**src/sv/section_latency_stats_table_assert.svh**
```systemverilog
// assertion macros for the section statistics table rtl, used by slst_update
// expects clk and arst_n in the scope of each use
`ifndef SECTION_LATENCY_STATS_TABLE_ASSERT_SVH
`define SECTION_LATENCY_STATS_TABLE_ASSERT_SVH

// condition implies consequence in the same cycle
`define SLST_ASSERT_IMPL(name, ante, cons, msg) \
	name: assert property (@(posedge clk) disable iff (!arst_n) (ante) |-> (cons)) \
		else $error(msg);

// condition implies consequence in the next cycle
`define SLST_ASSERT_NEXT(name, ante, cons, msg) \
	name: assert property (@(posedge clk) disable iff (!arst_n) (ante) |=> (cons)) \
		else $error(msg);

`endif

```
**src/sv/slst_pkg.sv**
```systemverilog
// shared types and constants of the section latency statistics table
// no dependencies
`timescale 1ns / 1ps

package slst_pkg;

	// defaults of the top level parameters
	localparam int SECTIONS_DEF  = 16;
	localparam int TIME_BITS_DEF = 48;

	// fixed field widths
	localparam int OPCODE_W  = 2;
	localparam int SECTION_W = 4;
	localparam int STAMP_W   = 48;
	localparam int ELAPSED_W = 48;
	localparam int TOTAL_W   = 56;
	localparam int CALLS_W   = 32;
	localparam int TRIM_W    = 57;

	// reset and limit values
	localparam logic [31:0]        LOW_RESET    = 32'd2147483647;
	localparam logic [TOTAL_W-1:0] SUM_MAX      = '1;
	localparam logic [CALLS_W-1:0] CALL_MAX     = '1;
	localparam logic [CALLS_W-1:0] ENOUGH_CALLS = 32'd5;

	typedef enum logic [OPCODE_W-1:0] {
		OP_BEGIN = 2'd0,
		OP_END   = 2'd1,
		OP_RESET = 2'd2,
		OP_READ  = 2'd3
	} opcode_t;

	typedef enum logic {
		STATUS_OK       = 1'b0,
		STATUS_NOT_OPEN = 1'b1
	} status_t;

	// statistics of one section after the operation, extremes kept mod 2^57
	typedef struct packed {
		status_t              status;
		logic [ELAPSED_W-1:0] elapsed;
		logic [TOTAL_W-1:0]   total;
		logic [CALLS_W-1:0]   calls;
		logic [TRIM_W-1:0]    low_first;
		logic [TRIM_W-1:0]    low_second;
		logic [TRIM_W-1:0]    high_first;
		logic [TRIM_W-1:0]    high_second;
	} stats_t;

endpackage

```
**src/sv/slst_if.sv**
```systemverilog


interface slst_rsp_if;
	logic                                valid;
	logic                                ready;
	logic                                status;
	logic [slst_pkg::ELAPSED_W-1:0]      elapsed;
	logic [slst_pkg::TOTAL_W-1:0]        total_ticks;
	logic [slst_pkg::CALLS_W-1:0]        call_count;
	logic [slst_pkg::ELAPSED_W-1:0]      smallest;
	logic [slst_pkg::ELAPSED_W-1:0]      second_smallest;
	logic [slst_pkg::ELAPSED_W-1:0]      largest;
	logic [slst_pkg::ELAPSED_W-1:0]      second_largest;
	logic signed [slst_pkg::TRIM_W-1:0]  trimmed_sum;
	logic                                enough_data;

	modport source (output valid, status, elapsed, total_ticks, call_count, smallest,
		second_smallest, largest, second_largest, trimmed_sum, enough_data, input ready);
	modport sink (input valid, status, elapsed, total_ticks, call_count, smallest,
		second_smallest, largest, second_largest, trimmed_sum, enough_data, output ready);
endinterface

```
**src/sv/slst_report.sv**
```systemverilog
// response stage: trimmed sum, enough-data flag and response register
// depends on slst_pkg and slst_if
`timescale 1ns / 1ps

module slst_report (
	input  logic             clk,
	input  logic             arst_n,
	input  logic             valid_s2,
	output logic             ready_s2,
	input  slst_pkg::stats_t stats_s2,
	slst_rsp_if.source       rsp
);
	import slst_pkg::*;

	logic                 fire2;
	logic [TRIM_W-1:0]    low_pair;
	logic [TRIM_W-1:0]    high_pair;
	logic [TRIM_W-1:0]    trim_nxt;

	logic                 valid_s3;
	status_t              status_s3;
	logic [ELAPSED_W-1:0] elapsed_s3;
	logic [TOTAL_W-1:0]   total_s3;
	logic [CALLS_W-1:0]   calls_s3;
	logic [ELAPSED_W-1:0] lf_s3, ls_s3, hf_s3, hs_s3;
	logic [TRIM_W-1:0]    trim_s3;
	logic                 enough_s3;

	// stage handshake
	assign ready_s2 = !valid_s3 || rsp.ready;
	assign fire2    = valid_s2 && ready_s2;

	// total minus both extremes pairs, wrapping at 57 bits
	assign low_pair  = stats_s2.low_first + stats_s2.low_second;
	assign high_pair = stats_s2.high_first + stats_s2.high_second;
	assign trim_nxt  = TRIM_W'(stats_s2.total) - (low_pair + high_pair);

	always_ff @(posedge clk or negedge arst_n) begin
		if (!arst_n) begin
			valid_s3 <= 1'b0;
		end else if (ready_s2) begin
			valid_s3 <= valid_s2;
		end
	end

	always_ff @(posedge clk) begin
		if (fire2) begin
			status_s3  <= stats_s2.status;
			elapsed_s3 <= stats_s2.elapsed;
			total_s3   <= stats_s2.total;
			calls_s3   <= stats_s2.calls;
			lf_s3      <= stats_s2.low_first[ELAPSED_W-1:0];
			ls_s3      <= stats_s2.low_second[ELAPSED_W-1:0];
			hf_s3      <= stats_s2.high_first[ELAPSED_W-1:0];
			hs_s3      <= stats_s2.high_second[ELAPSED_W-1:0];
			trim_s3    <= trim_nxt;
			enough_s3  <= stats_s2.calls >= ENOUGH_CALLS;
		end
	end

	// response outputs
	assign rsp.valid           = valid_s3;
	assign rsp.status          = status_s3;
	assign rsp.elapsed         = elapsed_s3;
	assign rsp.total_ticks     = total_s3;
	assign rsp.call_count      = calls_s3;
	assign rsp.smallest        = lf_s3;
	assign rsp.second_smallest = ls_s3;
	assign rsp.largest         = hf_s3;
	assign rsp.second_largest  = hs_s3;
	assign rsp.trimmed_sum     = $signed(trim_s3);
	assign rsp.enough_data     = enough_s3;

endmodule

```
**src/flat_wrapper.sv**
```systemverilog
// flat-port wrapper written by rule: the top's interface ports become plain ports
module slst_report_flat import slst_pkg::*;
  (clk, arst_n, valid_s2, ready_s2, stats_s2, rsp_valid, rsp_status, rsp_elapsed, rsp_total_ticks, rsp_call_count, rsp_smallest, rsp_second_smallest, rsp_largest, rsp_second_largest, rsp_trimmed_sum, rsp_enough_data, rsp_ready);
  slst_rsp_if rsp_i ();
  input  logic clk;
  input  logic arst_n;
  input  logic valid_s2;
  output logic ready_s2;
  input  slst_pkg::stats_t stats_s2;
  output wire logic [$bits(rsp_i.valid)-1:0] rsp_valid;
  output wire logic [$bits(rsp_i.status)-1:0] rsp_status;
  output wire logic [$bits(rsp_i.elapsed)-1:0] rsp_elapsed;
  output wire logic [$bits(rsp_i.total_ticks)-1:0] rsp_total_ticks;
  output wire logic [$bits(rsp_i.call_count)-1:0] rsp_call_count;
  output wire logic [$bits(rsp_i.smallest)-1:0] rsp_smallest;
  output wire logic [$bits(rsp_i.second_smallest)-1:0] rsp_second_smallest;
  output wire logic [$bits(rsp_i.largest)-1:0] rsp_largest;
  output wire logic [$bits(rsp_i.second_largest)-1:0] rsp_second_largest;
  output wire logic [$bits(rsp_i.trimmed_sum)-1:0] rsp_trimmed_sum;
  output wire logic [$bits(rsp_i.enough_data)-1:0] rsp_enough_data;
  input wire logic [$bits(rsp_i.ready)-1:0] rsp_ready;
  assign rsp_valid = rsp_i.valid;
  assign rsp_status = rsp_i.status;
  assign rsp_elapsed = rsp_i.elapsed;
  assign rsp_total_ticks = rsp_i.total_ticks;
  assign rsp_call_count = rsp_i.call_count;
  assign rsp_smallest = rsp_i.smallest;
  assign rsp_second_smallest = rsp_i.second_smallest;
  assign rsp_largest = rsp_i.largest;
  assign rsp_second_largest = rsp_i.second_largest;
  assign rsp_trimmed_sum = rsp_i.trimmed_sum;
  assign rsp_enough_data = rsp_i.enough_data;
  assign rsp_i.ready = rsp_ready;
  slst_report u_core (.clk(clk), .arst_n(arst_n), .valid_s2(valid_s2), .ready_s2(ready_s2), .stats_s2(stats_s2), .rsp(rsp_i));
endmodule
```
**config.mk**
```make
export PLATFORM = sky130hd
export DESIGN_NAME = slst_report_flat
export DESIGN_NICKNAME = d
export VERILOG_FILES = /design/src/sv/section_latency_stats_table_assert.svh /design/src/sv/slst_pkg.sv /design/src/sv/slst_if.sv /design/src/sv/slst_report.sv /design/src/flat_wrapper.sv
export SDC_FILE = /design/constraint.sdc
export NUM_CORES = 1
export LEC_CHECK = 0
export BUFFER_PORTS_ARGS = -buffer_cell sky130_fd_sc_hd__buf_4
export CORE_AREA = 3 3 295 297
export DETAILED_ROUTE_END_ITERATION = 7
export DIE_AREA = 0 0 298 300
export SLEW_MARGIN = 20
export SYNTH_ARGS = -nofsm -noshare
export SYNTH_HDL_FRONTEND = slang
export SYNTH_SLANG_ARGS = --single-unit
export TNS_END_PERCENT = 50
```
**constraint.sdc**
```tcl
create_clock -name clk -period 11.6 [get_ports clk]
set_input_delay 0 -clock clk [delete_from_list [all_inputs] [get_ports clk]]
set_output_delay 0 -clock clk [all_outputs]
set_load 0.005 [all_outputs]
```
# ---- Word-level counts from Yosys, hierarchy flattened
# Index checks and enable logic that the tools add are counted.
# Widths: inputs -> output; s select.
dict set report word_totals {
  register_bits 388
  elab_cells 19
}
dict set report op_classes {
  addsub 4
  order_cmp 1
  n_reduce_logical 3
}
# operator n
set op_table {}
lappend op_table {{$add 57x57->57} 3}
lappend op_table {{$sub 56x57->57} 1}
lappend op_table {{$ge 32x3->1 const B} 1}
lappend op_table {{$logic_and 1x1->1} 1}
lappend op_table {{$logic_not 1->1} 1}
lappend op_table {{$logic_or 1x1->1} 1}

# ---- Longest topological paths before layout
# Gate-level depths: netlist (run 1).
dict set report logic_depth {
  ltp_word 3
  depth_mapped 18
  mapped_depth_nobuf 18
}

# ---- Least setup slack after synthesis (run 1)
# OpenSTA, ideal clock, no wires.
dict set report synth_timing {
  path_type {register to register}
  startpoint {register u_core.valid_s3 (netlist: u_core.rsp.valid)}
  endpoint {register u_core.calls_s3[0] (netlist: u_core.rsp.call_count[0]), enable pin}
  setup_time_ns 0.801
  t_arrival_ns 9.288
  setup_slack_ns 1.511
  path_stages_with_launch 3
  n_path_buf 0
  path_cell_list {dfrtp_1 > nand2b_1 > and2_1}
}
dict set report synth_between {
  elab_chain_cells 3
}
# element line_no
set synth_rtl {}
lappend synth_rtl {{from (decl)} slst_report.sv:20} ;# logic valid_s3;
lappend synth_rtl {{from (signal assigned)} slst_report.sv:42} ;# valid_s3 <= valid_s2;
lappend synth_rtl {{$logic_not 1->1} slst_report.sv:30} ;# assign ready_s2 = !valid_s3 || rsp.ready;
lappend synth_rtl {{$logic_or 1x1->1} slst_report.sv:30}
lappend synth_rtl {{via ready_s2} flat_wrapper.sv:8} ;# output logic ready_s2;
lappend synth_rtl {{$logic_and 1x1->1} slst_report.sv:31} ;# assign fire2 = valid_s2 && ready_s2;
lappend synth_rtl {{via u_core.fire2} slst_report.sv:15} ;# logic fire2;
lappend synth_rtl {{to (signal assigned)} slst_report.sv:51} ;# calls_s3 <= stats_s2.calls;
lappend synth_rtl {{to (decl)} slst_report.sv:24} ;# logic [CALLS_W-1:0] calls_s3;
# The timed path passes the listed nets, and every way through them passes these cells.
# A chain may end at the register's enable or synchronous reset.

# ---- Worst setup path in the final report (run 1)
dict set report layout_timing {
  startpoint {input stats_s2[0] (netlist bit)}
  endpoint {register u_core.trim_s3[54] (netlist: u_core.rsp.trimmed_sum[54]) (data pin)}
}
dict set report layout_between {
  elab_chain_cells 3
}
# element line_no
set layout_rtl {}
lappend layout_rtl {{from (decl)} flat_wrapper.sv:9} ;# input slst_pkg::stats_t stats_s2;
lappend layout_rtl {{$add 57x57->57} slst_report.sv:35} ;# assign high_pair = stats_s2.high_first + stats_s2.high_second;
lappend layout_rtl {{$add 57x57->57} slst_report.sv:36} ;# assign trim_nxt = TRIM_W'(stats_s2.total) - (low_pair + high_pair);
lappend layout_rtl {{$sub 56x57->57} slst_report.sv:36}
lappend layout_rtl {{via u_core.trim_nxt[54]} slst_report.sv:18} ;# logic [TRIM_W-1:0] trim_nxt;
lappend layout_rtl {{to (signal assigned)} slst_report.sv:56} ;# trim_s3 <= trim_nxt;
lappend layout_rtl {{to (decl)} slst_report.sv:26} ;# logic [TRIM_W-1:0] trim_s3;
# The timed path passes the listed nets, and every way through them passes these cells.

==> run summary, run 1 <==
reg2reg start - u_core.rsp.valid
Clock Sinks - 388
initial antenna violation count - 3
Sequential Area - 11650 um^2
Die Height - 300 um
drt first pass iters - 8
outcome - finished, final reports clean
leakage power - 14.43 nW
Vias/cell - 4.021
GRT Total Usage - 15.25%
WS Path Type - in2reg
Port-buffer cells - 757
worst setup margin - 6.241 ns
routed wire length - 70.53 mm
Avg Cell Area, Syn - 13.44 um^2
overall overflow remaining after global route - 0
Crit-path slowest cell - dlygate4sd3_1
final setup fails - 0
Yosys top cell area share - 58.02%
Hold Crit Depth - 5
R2R setup slack - 8.41 ns
crit end category - register
number of CTS-inserted buffers - 48
Hold Slack - 0.1326 ns
register bit total from synthesis - 388
crit start category - input pin
Avg WL per Cell - 18.60 um
Slew @ Worst Pin - 1.025 ns
DRT antenna net count - 0
Post-Synthesis Cells - 1490
Fmax - 186.6 MHz
Core Util, Final - 37.68%
drt drc - 0
Pins Over Slew Limit - 0
RSZ-0062 raised after global routing - no
Die ar. - 89400 um^2
Post-synth ARST share - 0.2577%
Syn. warnings - 0
crit path to - u_core.rsp.trimmed_sum[54]
Yosys cell types - 56
CP required - 11.91 ns
GP Congestion - 0.8607
CORE AREA - 84880 um^2
minimum clock period - 5.359 ns
crit share post-route - 46.20%
CTS clk-pin slew, worst paths - 0.06 ns
DRT iter0 DRCs - 908
clk_lat worst skew - 0.58 ns
num rows - 107
vias in the first global route - 16580
Setup Fix Bufs, Post-CTS - 0
crit path from - stats_s2[0]
commonest non-fill, non-tap cell in the layout - buf_4
Detail Placement HPWL - 55.10 mm
Worst Path Arrival - 5.67 ns
hold crit path type - in2reg
most frequent cells in the layout - 760 x buf_4, 436 x inv_1, 387 x edfxtp_1
IR drop worst, VDD - 141.1 uV
Synth Cell Area - 20030 um^2
Starting Density - 23.60%
multi-input logic area - 6625 um^2
critical-path cell list - dlygate4sd3_1, buf_4, inv_1, fa_1, inv_1, fa_1, fa_1, inv_1, ha_1, or2_2, fa_1, a21oi_1, o21ai_1, a211oi_1, o21ai_0, a21oi_1, buf_4, o41ai_1, a221oi_2, o311ai_1
TritonCTS clock tree - yes
Post-synth EDFFs - 387
CP dominant cell by count - fa_1
PwrDens - 183.0 nW/um^2
layout cell share with drive strength beyond 1 - 31.95%
boundary pin count - 758
ys flop type - edfxtp_1
Slowest Stage Delay on Critical Path - 0.55 ns
worst slack, placed - 6.301 ns
r2r endpoint - u_core.rsp.elapsed[8]
layout net count - 3203
Slew headroom - 31.64%
root buffer cell - clkbuf_16
vias post-DR - 15250
leading post-synthesis cells by cell area - edfxtp_1 58%, fa_1 17%, inv_1 8.2%, ha_1 3.6%, xnor2_1 1.6%
clk_skew - 0.01408 ns
largest net degree at the start of global routing - 143
syn nets - 2085
MaxCap Viol Count - 0
H-tree depth - 2
setup TNS - 0 ns
worst-path fanout max - 5
Filler Cell Count - 8125
Die Wd - 298 um
clk buf depth - 3
sequential area share after synthesis - 58.15%
final count of hold timing violations - 0
first-pass GRT wire length - 102.1 mm
reg2reg path depth - 4
area delta synth->final - 59.66%
area leader, netlist - edfxtp_1
synth_stat cells (3+ instances only):
master and count:
a211oi_1 3, inv_1 436, or3_1 6, clkbuf_1 11
fa_1 168, nor2_1 34, or2_2 4, a31oi_1 10
ha_1 58, nand4_1 20, o21ai_1 5, buf_2 10
xor2_1 22, nor4_1 6, nand2_1 55, clkbuf_2 5
and3_1 6, o211ai_1 3, nand3_1 11, a21oi_1 64
o41ai_1 3, o21ai_0 34, nand2b_1 7, o31ai_1 3
o21bai_1 13, edfxtp_1 387, nor3_1 7, a21o_1 23
xnor2_1 37, or4_1 3
power breakdown:
| part | total (mW) | switching [mW] | internal, mW |
|---|---|---|---|
| combinational | 2.47 | 1.42 | 1.05 |
| sequential | 1.89 | 0.0587 | 1.83 |
| clock | 1.49 | 0.611 | 0.883 |
| total | 5.85 | 2.09 | 3.76 |
what timing repair did:
item / 4_1_cts / 5_1_grt
endpoints found under the hold margin: 332 / 0
resized for setup: 0 / 0
hold buffers: 333 / 0
final cells by class:
class	instances	area share, %
inverters	436	5.118
flip-flops and latches	388	36.42
diodes	3	0.02348
multi-input cells	639	20.72
repair buffers	1095	28.39
clock buffers	55	3.905
clock inverters	32	0.9547
well taps	1144	4.476
sequential cells by signal, summed over array words and instances (netlist names):
| register | cells |
|---|---|
| u_core.rsp.trimmed_sum | 57 |
| u_core.rsp.total_ticks | 56 |
| u_core.rsp.elapsed | 48 |
| u_core.rsp.largest | 48 |
| u_core.rsp.second_largest | 48 |
| u_core.rsp.second_smallest | 48 |
| u_core.rsp.smallest | 48 |
| u_core.rsp.call_count | 32 |
| u_core.rsp.enough_data | 1 |
| u_core.rsp.status | 1 |
| u_core.rsp.valid | 1 |
per-stage QoR:
| step | cell area, um^2 | total power, mW | cells |
|---|---|---|---|
| 6_report | 31980 | 5.851 | 3792 |
| 5_1_grt | 31970 | 6.249 | 3790 |
| 4_1_cts | 31970 | 5.954 | 3789 |
| 3_5_place_dp | 27080 | 4.315 | 3369 |
| 3_3_place_gp | 27080 | 4.303 | 3369 |
| 2_1_floorplan | 20030 | 3.325 | 1490 |
how the worst min path moves through the flow:
| stage | slack [ns] | startpoint | to |
|---|---|---|---|
| 4_1_cts | 0.09 | stats_s2[345] | u_core.rsp.elapsed[29] |
| 6_report | 0.13 | stats_s2[170] | u_core.rsp.trimmed_sum[56] |
| 5_1_grt | 0.11 | stats_s2[353] | u_core.rsp.elapsed[37] |
| 2_1_floorplan | -0.30 | arst_n | u_core.rsp.valid |
| 3_3_place_gp | -0.22 | arst_n | u_core.rsp.valid |
| 3_5_place_dp | -0.22 | arst_n | u_core.rsp.valid |
logic make-up (layout without fill, tap and decap cells):
group | after synthesis | after routing | share of synthesized area [%]
buffers and inverters | 463 | 1618 | 8.789
and+or+nand+nor | 171 | 171 | 4.267
other | 0 | 3 | 0
AOI/OAI and AO/OA | 183 | 183 | 5.803
adders and majority gates | 226 | 226 | 20.41
DFF | 388 | 388 | 58.15
xor gates and xnor gates | 59 | 59 | 2.580
metal layers:
metal / part of all wire [%] / global-route usage, %
met1: 37 / 16.81
met2: 51 / 27.45
met3: 8.7 / 4.990
met4: 3.3 / 5.350
met5: 0 / 0
worst max-delay path, delay by kind of cell:
family | cells | cell delay (ns)
fa+ha+maj | 5 | 2.11
compound gates | 8 | 2.25
simple gates | 1 | 0.31
buf+inv | 6 | 1.00
Power figures use the tool's default switching activity.
==> run 2: changes to the inputs <==
==> constraint.sdc (replaced) <==
create_clock -name clk -period 4.8 [get_ports clk]
set_input_delay 0 -clock clk [delete_from_list [all_inputs] [get_ports clk]]
set_output_delay 0 -clock clk [all_outputs]
set_load 0.005 [all_outputs]
==> run summary, run 2 (same netlist as run 1, synthesis figures left out) <==
GRT Total Usage - 15.60%
WS Path Type - in2reg
outcome - finished, final reports clean
DRT antenna net count - 0
critical-path cell list - dlygate4sd3_1, buf_4, inv_1, fa_1, inv_1, fa_1, fa_1, inv_1, ha_1, a21oi_1, buf_4, o21ai_0, a31oi_1, o221ai_1, a21oi_1, buf_4, o21ai_1, a221oi_2, o21ai_0, xor2_1
Core Util, Final - 38.22%
PwrDens - 448.2 nW/um^2
clk_skew - 0.01451 ns
CORE AREA - 84880 um^2
Crit-path slowest cell - fa_1
commonest non-fill, non-tap cell in the layout - buf_4
first-pass GRT wire length - 105.1 mm
leakage power - 14.71 nW
Detail Placement HPWL - 56.29 mm
GP Congestion - 0.8654
most frequent cells in the layout - 820 x buf_4, 436 x inv_1, 387 x edfxtp_1
boundary pin count - 758
number of CTS-inserted buffers - 49
area delta synth->final - 61.96%
clk buf depth - 3
Worst Path Buf+Inv - 7
Starting Density - 23.60%
multi-input logic area - 6650 um^2
Pins Over Slew Limit - 0
Port-buffer cells - 757
minimum clock period - 4.613 ns
Slowest Stage Delay on Critical Path - 0.56 ns
crit end category - register
hold crit path type - in2reg
Fmax - 216.8 MHz
largest net degree at the start of global routing - 101
final count of hold timing violations - 0
Hold Slack - 0.1473 ns
Slew @ Worst Pin - 0.8975 ns
Worst Path Arrival - 4.93 ns
clk_lat worst skew - 0.57 ns
crit start category - input pin
Die Wd - 298 um
Vias/cell - 4.040
CP required - 5.12 ns
root buffer cell - clkbuf_16
worst-path fanout max - 3
DRT iter0 DRCs - 941
Avg WL per Cell - 18.66 um
drt first pass iters - 6
vias in the first global route - 17050
RSZ-0062 raised after global routing - yes
final setup fails - 0
Slew headroom - 40.16%
vias post-DR - 15570
Filler Cell Count - 8178
TritonCTS clock tree - yes
routed wire length - 71.92 mm
IR drop worst, VDD - 253.7 uV
drt drc - 0
Largest register FFs - 57
Clock Sinks - 388
layout net count - 3264
initial antenna violation count - 4
CP top delay family - adder cells
total power - 14.54 mW
CTS clk-pin slew, worst paths - 0.06 ns
setup TNS - 0 ns
MaxCap Viol Count - 0
overall overflow remaining after global route - 0
crit share post-route - 96.11%
Die Height - 300 um
H-tree depth - 2
Die ar. - 89400 um^2
layout cell share with drive strength beyond 1 - 33.47%
num rows - 107
Sequential Area - 11650 um^2
[run 2: cell type report]
type                    instances  area share, %
clock inverters                28         0.7521
clock buffers                  61          3.984
multi-input cells             639          20.50
inverters                     436          5.045
diodes                          4        0.03086
repair buffers               1155          29.37
well taps                    1144          4.412
flip-flops and latches        388          35.90
[run 2: worst paths after layout]
| check | cells after the start | startpoint | endpoint | slack, ns |
|---|---|---|---|---|
| max | 20 | stats_s2[14] | u_core.rsp.trimmed_sum[49] | 0.19 |
| min reg2reg | 2 | u_core.rsp.valid | u_core.rsp.largest[29] | 1.22 |
| max in group asynchronous | 3 | arst_n | u_core.rsp.valid | 4.43 |
| min in group asynchronous | 3 | arst_n | u_core.rsp.valid | 0.27 |
| min | 2 | stats_s2[41] | u_core.rsp.second_largest[41] | 0.15 |
| max reg2reg | 3 | u_core.rsp.valid | u_core.rsp.second_largest[2] | 2.36 |
[run 2: worst reg2reg max path, cell delays in order (launching register included)]
cell,delay (ns)
dfrtp_1,0.41
nand2b_1,0.15
and2_4,0.72
buf_4,0.71
[run 2: power breakdown]
group	internal [mW]	leakage, nW	switching [mW]
Combinational	2.88	10.3	3.54
Sequential	4.42	3.69	0.127
Clock	2.07	0.728	1.50
Total	9.37	14.7	5.17
[run 2: timing repair]
item                       4_1_cts  5_1_grt
setup endpoints to repair        0        7
setup buffers                    0        0
hold buffers                   333        0
hold endpoints to repair       332        0
gates resized for setup          0        3
[run 2: routing by layer]
layer	vias up	routed length [um]	track usage, %
met4	2	1759	4.238
met5	-	14	0
met1	7637	26470	17.41
met2	607	36970	28.15
met3	96	6700	5.459
li1	7231	-	-
[run 2: per-stage QoR]
step                cell area, um^2  setup WS, ns  std cells
finish                        32440        0.1867       3855
detailed placement            27540       -0.3997       3429
floorplan                     20030        0.4149       1490
global route                  32430     -0.002607       3852
CTS                           32400      0.004224       3851
global placement              27540       -0.2775       3429
==> run 3: changes to the inputs <==
--- a/config.mk
+++ b/config.mk
@@ -5,10 +5,11 @@
 export SDC_FILE = /design/constraint.sdc
 export NUM_CORES = 1
 export LEC_CHECK = 0
+export ABC_AREA = 1
 export BUFFER_PORTS_ARGS = -buffer_cell sky130_fd_sc_hd__buf_4
-export CORE_AREA = 3 3 295 297
+export CORE_AREA = 3 3 291 293
 export DETAILED_ROUTE_END_ITERATION = 7
-export DIE_AREA = 0 0 298 300
+export DIE_AREA = 0 0 294 296
 export SLEW_MARGIN = 20
 export SYNTH_ARGS = -nofsm -noshare
 export SYNTH_HDL_FRONTEND = slang
==> run summary, run 3 <==
outcome - finished, final reports clean
num rows - 105
H-tree depth - 2
Yosys top cell area share - 52.93%
initial antenna violation count - 0
Synth Cell Area - 21950 um^2
CP required - 5.10 ns
CORE AREA - 82110 um^2
Psw - 6.124 mW
minimum clock period - 4.143 ns
final setup fails - 0
Fmax - 241.3 MHz
crit start category - input pin
area delta synth->final - 54.78%
Largest register FFs - 57
GRT Total Usage - 17.85%
clk_skew - 0.01536 ns
area leader, netlist - edfxtp_1
most frequent cell after synthesis - inv_1
Die Height - 296 um
Post-synth top cells - 702 x inv_1, 507 x nand2_1, 387 x edfxtp_1, 168 x fa_1, 86 x nor2_1
sequential area share after synthesis - 53.05%
WS Path Type - in2reg
Placement Cell Area - 29090 um^2
layout cell share with drive strength beyond 1 - 26.71%
IR drop worst, VDD - 210.6 uV
crit path from - stats_s2[0]
syn nets - 2719
internal power - 9.079 mW
DRT iter0 DRCs - 981
vias post-DR - 17960
routed wire length - 80.98 mm
Antenna diodes - 0
RSZ-0062 raised after global routing - no
CTS clk-pin slew, worst paths - 0.06 ns
PwrDens - 447.4 nW/um^2
Hold Slack - 0.06605 ns
root buffer cell - clkbuf_16
Detail Placement HPWL - 64.60 mm
setup TNS - 0 ns
Slew headroom - 35.39%
DRT antenna net count - 0
first-pass GRT wire length - 115.9 mm
Die Wd - 294 um
Pins Over Slew Limit - 0
crit end category - register
TritonCTS clock tree - yes
vias in the first global route - 18950
final count of hold timing violations - 0
clock power share - 24.0%
Starting Density - 26.74%
MaxCap Viol Count - 0
Worst Path Arrival - 4.45 ns
overall overflow remaining after global route - 0
Setup Fix Bufs, Post-CTS - 0
Post-synth EDFFs - 387
register bit total from synthesis - 388
ys flop type - edfxtp_1
number of CTS-inserted buffers - 48
GP Congestion - 0.9216
Syn. warnings - 0
reg2reg start - u_core.rsp.valid
Flop pwr share - 29.9%
# resized after CTS - 0
leakage power - 16.71 nW
Post-synth ARST share - 0.2577%
hold crit path type - in2reg
drt first pass iters - 6
crit share post-route - 86.32%
drt drc - 0
Avg WL per Cell - 18.49 um
Comb power frac - 46.1%
Filler Cell Count - 7771
Yosys cell types - 29
finished layout cell area - 33980 um^2
Vias/cell - 4.101
most frequent cells in the layout - 760 x buf_4, 702 x inv_1, 507 x nand2_1
Avg Cell Area, Syn - 10.34 um^2
Die ar. - 87020 um^2
worst hold start - stats_s2[113]
Slew @ Worst Pin - 0.9692 ns
clk_lat worst skew - 0.60 ns
worst-path fanout max - 4
Port-buffer cells - 757
commonest non-fill, non-tap cell in the layout - buf_4
Post-Synthesis Cells - 2124
Sw Ratio - 40.28%
leading post-synthesis cells by cell area - edfxtp_1 53%, fa_1 15%, inv_1 12%, nand2_1 8.7%, ha_1 3.3%
boundary pin count - 758
Clock Sinks - 388
largest net degree at the start of global routing - 146
Hold Buf Count CTS - 334
clk buf depth - 3
layout net count - 3867
run 3: cell types whose count changed in the layout (fill, tap and decap cells not counted), moves of 23 or more:
cell	before	now
a21o_1	23	0
a21oi_1	64	32
buf_4	820	760
inv_1	436	702
nand2_1	55	507
nand3_1	11	50
nor2_1	34	86
o21ai_0	34	4
xnor2_1	37	10
run 3: layout make-up:
class | instances | area, um^2 | share of cell area [%]
inverters | 710 | 2665 | 7.843
well taps | 1070 | 1339 | 3.940
clock inverters | 32 | 316.6 | 0.9316
repair buffers | 1098 | 9129 | 26.86
multi-input cells | 1026 | 7655 | 22.53
clock buffers | 56 | 1231 | 3.623
flip-flops and latches | 388 | 11650 | 34.27
run 3: cell families (layout without fill, tap and decap cells):
| group | after synthesis | after routing | synth area share, % |
|---|---|---|---|
| buffers and inverters | 710 | 1896 | 12.14 |
| AND/OR/NAND/NOR | 724 | 724 | 13.83 |
| XOR/XNOR | 37 | 37 | 1.476 |
| adder cells (fa/ha/maj) | 226 | 226 | 18.62 |
| flip-flops | 388 | 388 | 53.05 |
| AO/OA/AOI/OAI | 39 | 39 | 0.8891 |
run 3: routing by layer:
layer / wire length (um) / share of wire [%] / vias up / GRT usage [%]
met5: 0 / 0 / - / 0
met4: 2429 / 3.0 / 0 / 5.526
met3: 5448 / 6.7 / 108 / 3.879
met2: 41760 / 52 / 631 / 32.75
met1: 31340 / 39 / 8585 / 20.77
li1: - / - / 8639 / -
run 3: power groups by stage:
stage          Sequential, mW  Clock (mW)  Combinational [mW]
5_1_grt                  4.58        3.87                7.90
3_3_place_gp             4.62           0                6.87
2_1_floorplan            4.65           0                3.85
4_1_cts                  4.56        3.77                7.15
3_5_place_dp             4.62           0                6.88
6_report                 4.55        3.64                7.01
run 3: worst max-delay path, cell delays in order:
cell           delay, ns
dlygate4sd3_1       0.53
buf_4               0.11
inv_1               0.05
fa_1                0.56
inv_1               0.06
fa_1                0.48
fa_1                0.52
inv_1               0.07
ha_1                0.18
inv_1               0.05
nand2_1             0.12
fa_1                0.46
nand2_1             0.08
nand2_1             0.09
nand3_1             0.08
nand2_1             0.12
nand2_1             0.09
nand2_1             0.12
a21oi_1             0.47
xnor2_1             0.20
run 3: final timing paths:
path | end | slack [ns] | depth (start not counted)
min | u_core.rsp.trimmed_sum[56] | 0.07 | 6
max reg2reg | u_core.rsp.smallest[27] | 2.55 | 2
min reg2reg | u_core.rsp.largest[12] | 0.82 | 1
max in group asynchronous | u_core.rsp.valid | 4.44 | 3
max | u_core.rsp.trimmed_sum[30] | 0.66 | 20
min in group asynchronous | u_core.rsp.valid | 0.26 | 3
run 3: stage by stage:
| step | setup WS (ns) | std cells | utilization [%] | power (mW) |
|---|---|---|---|---|
| after floorplan | -2.408 | 2124 | - | 8.498 |
| after global placement | 0.5855 | 3958 | 35.43 | 11.49 |
| after detailed placement | 0.5581 | 3958 | 35.43 | 11.50 |
| after CTS | 0.6560 | 4380 | 41.39 | 15.47 |
| after global routing | 0.3777 | 4380 | 41.39 | 16.36 |
| final | 0.6566 | 4380 | 41.39 | 15.20 |
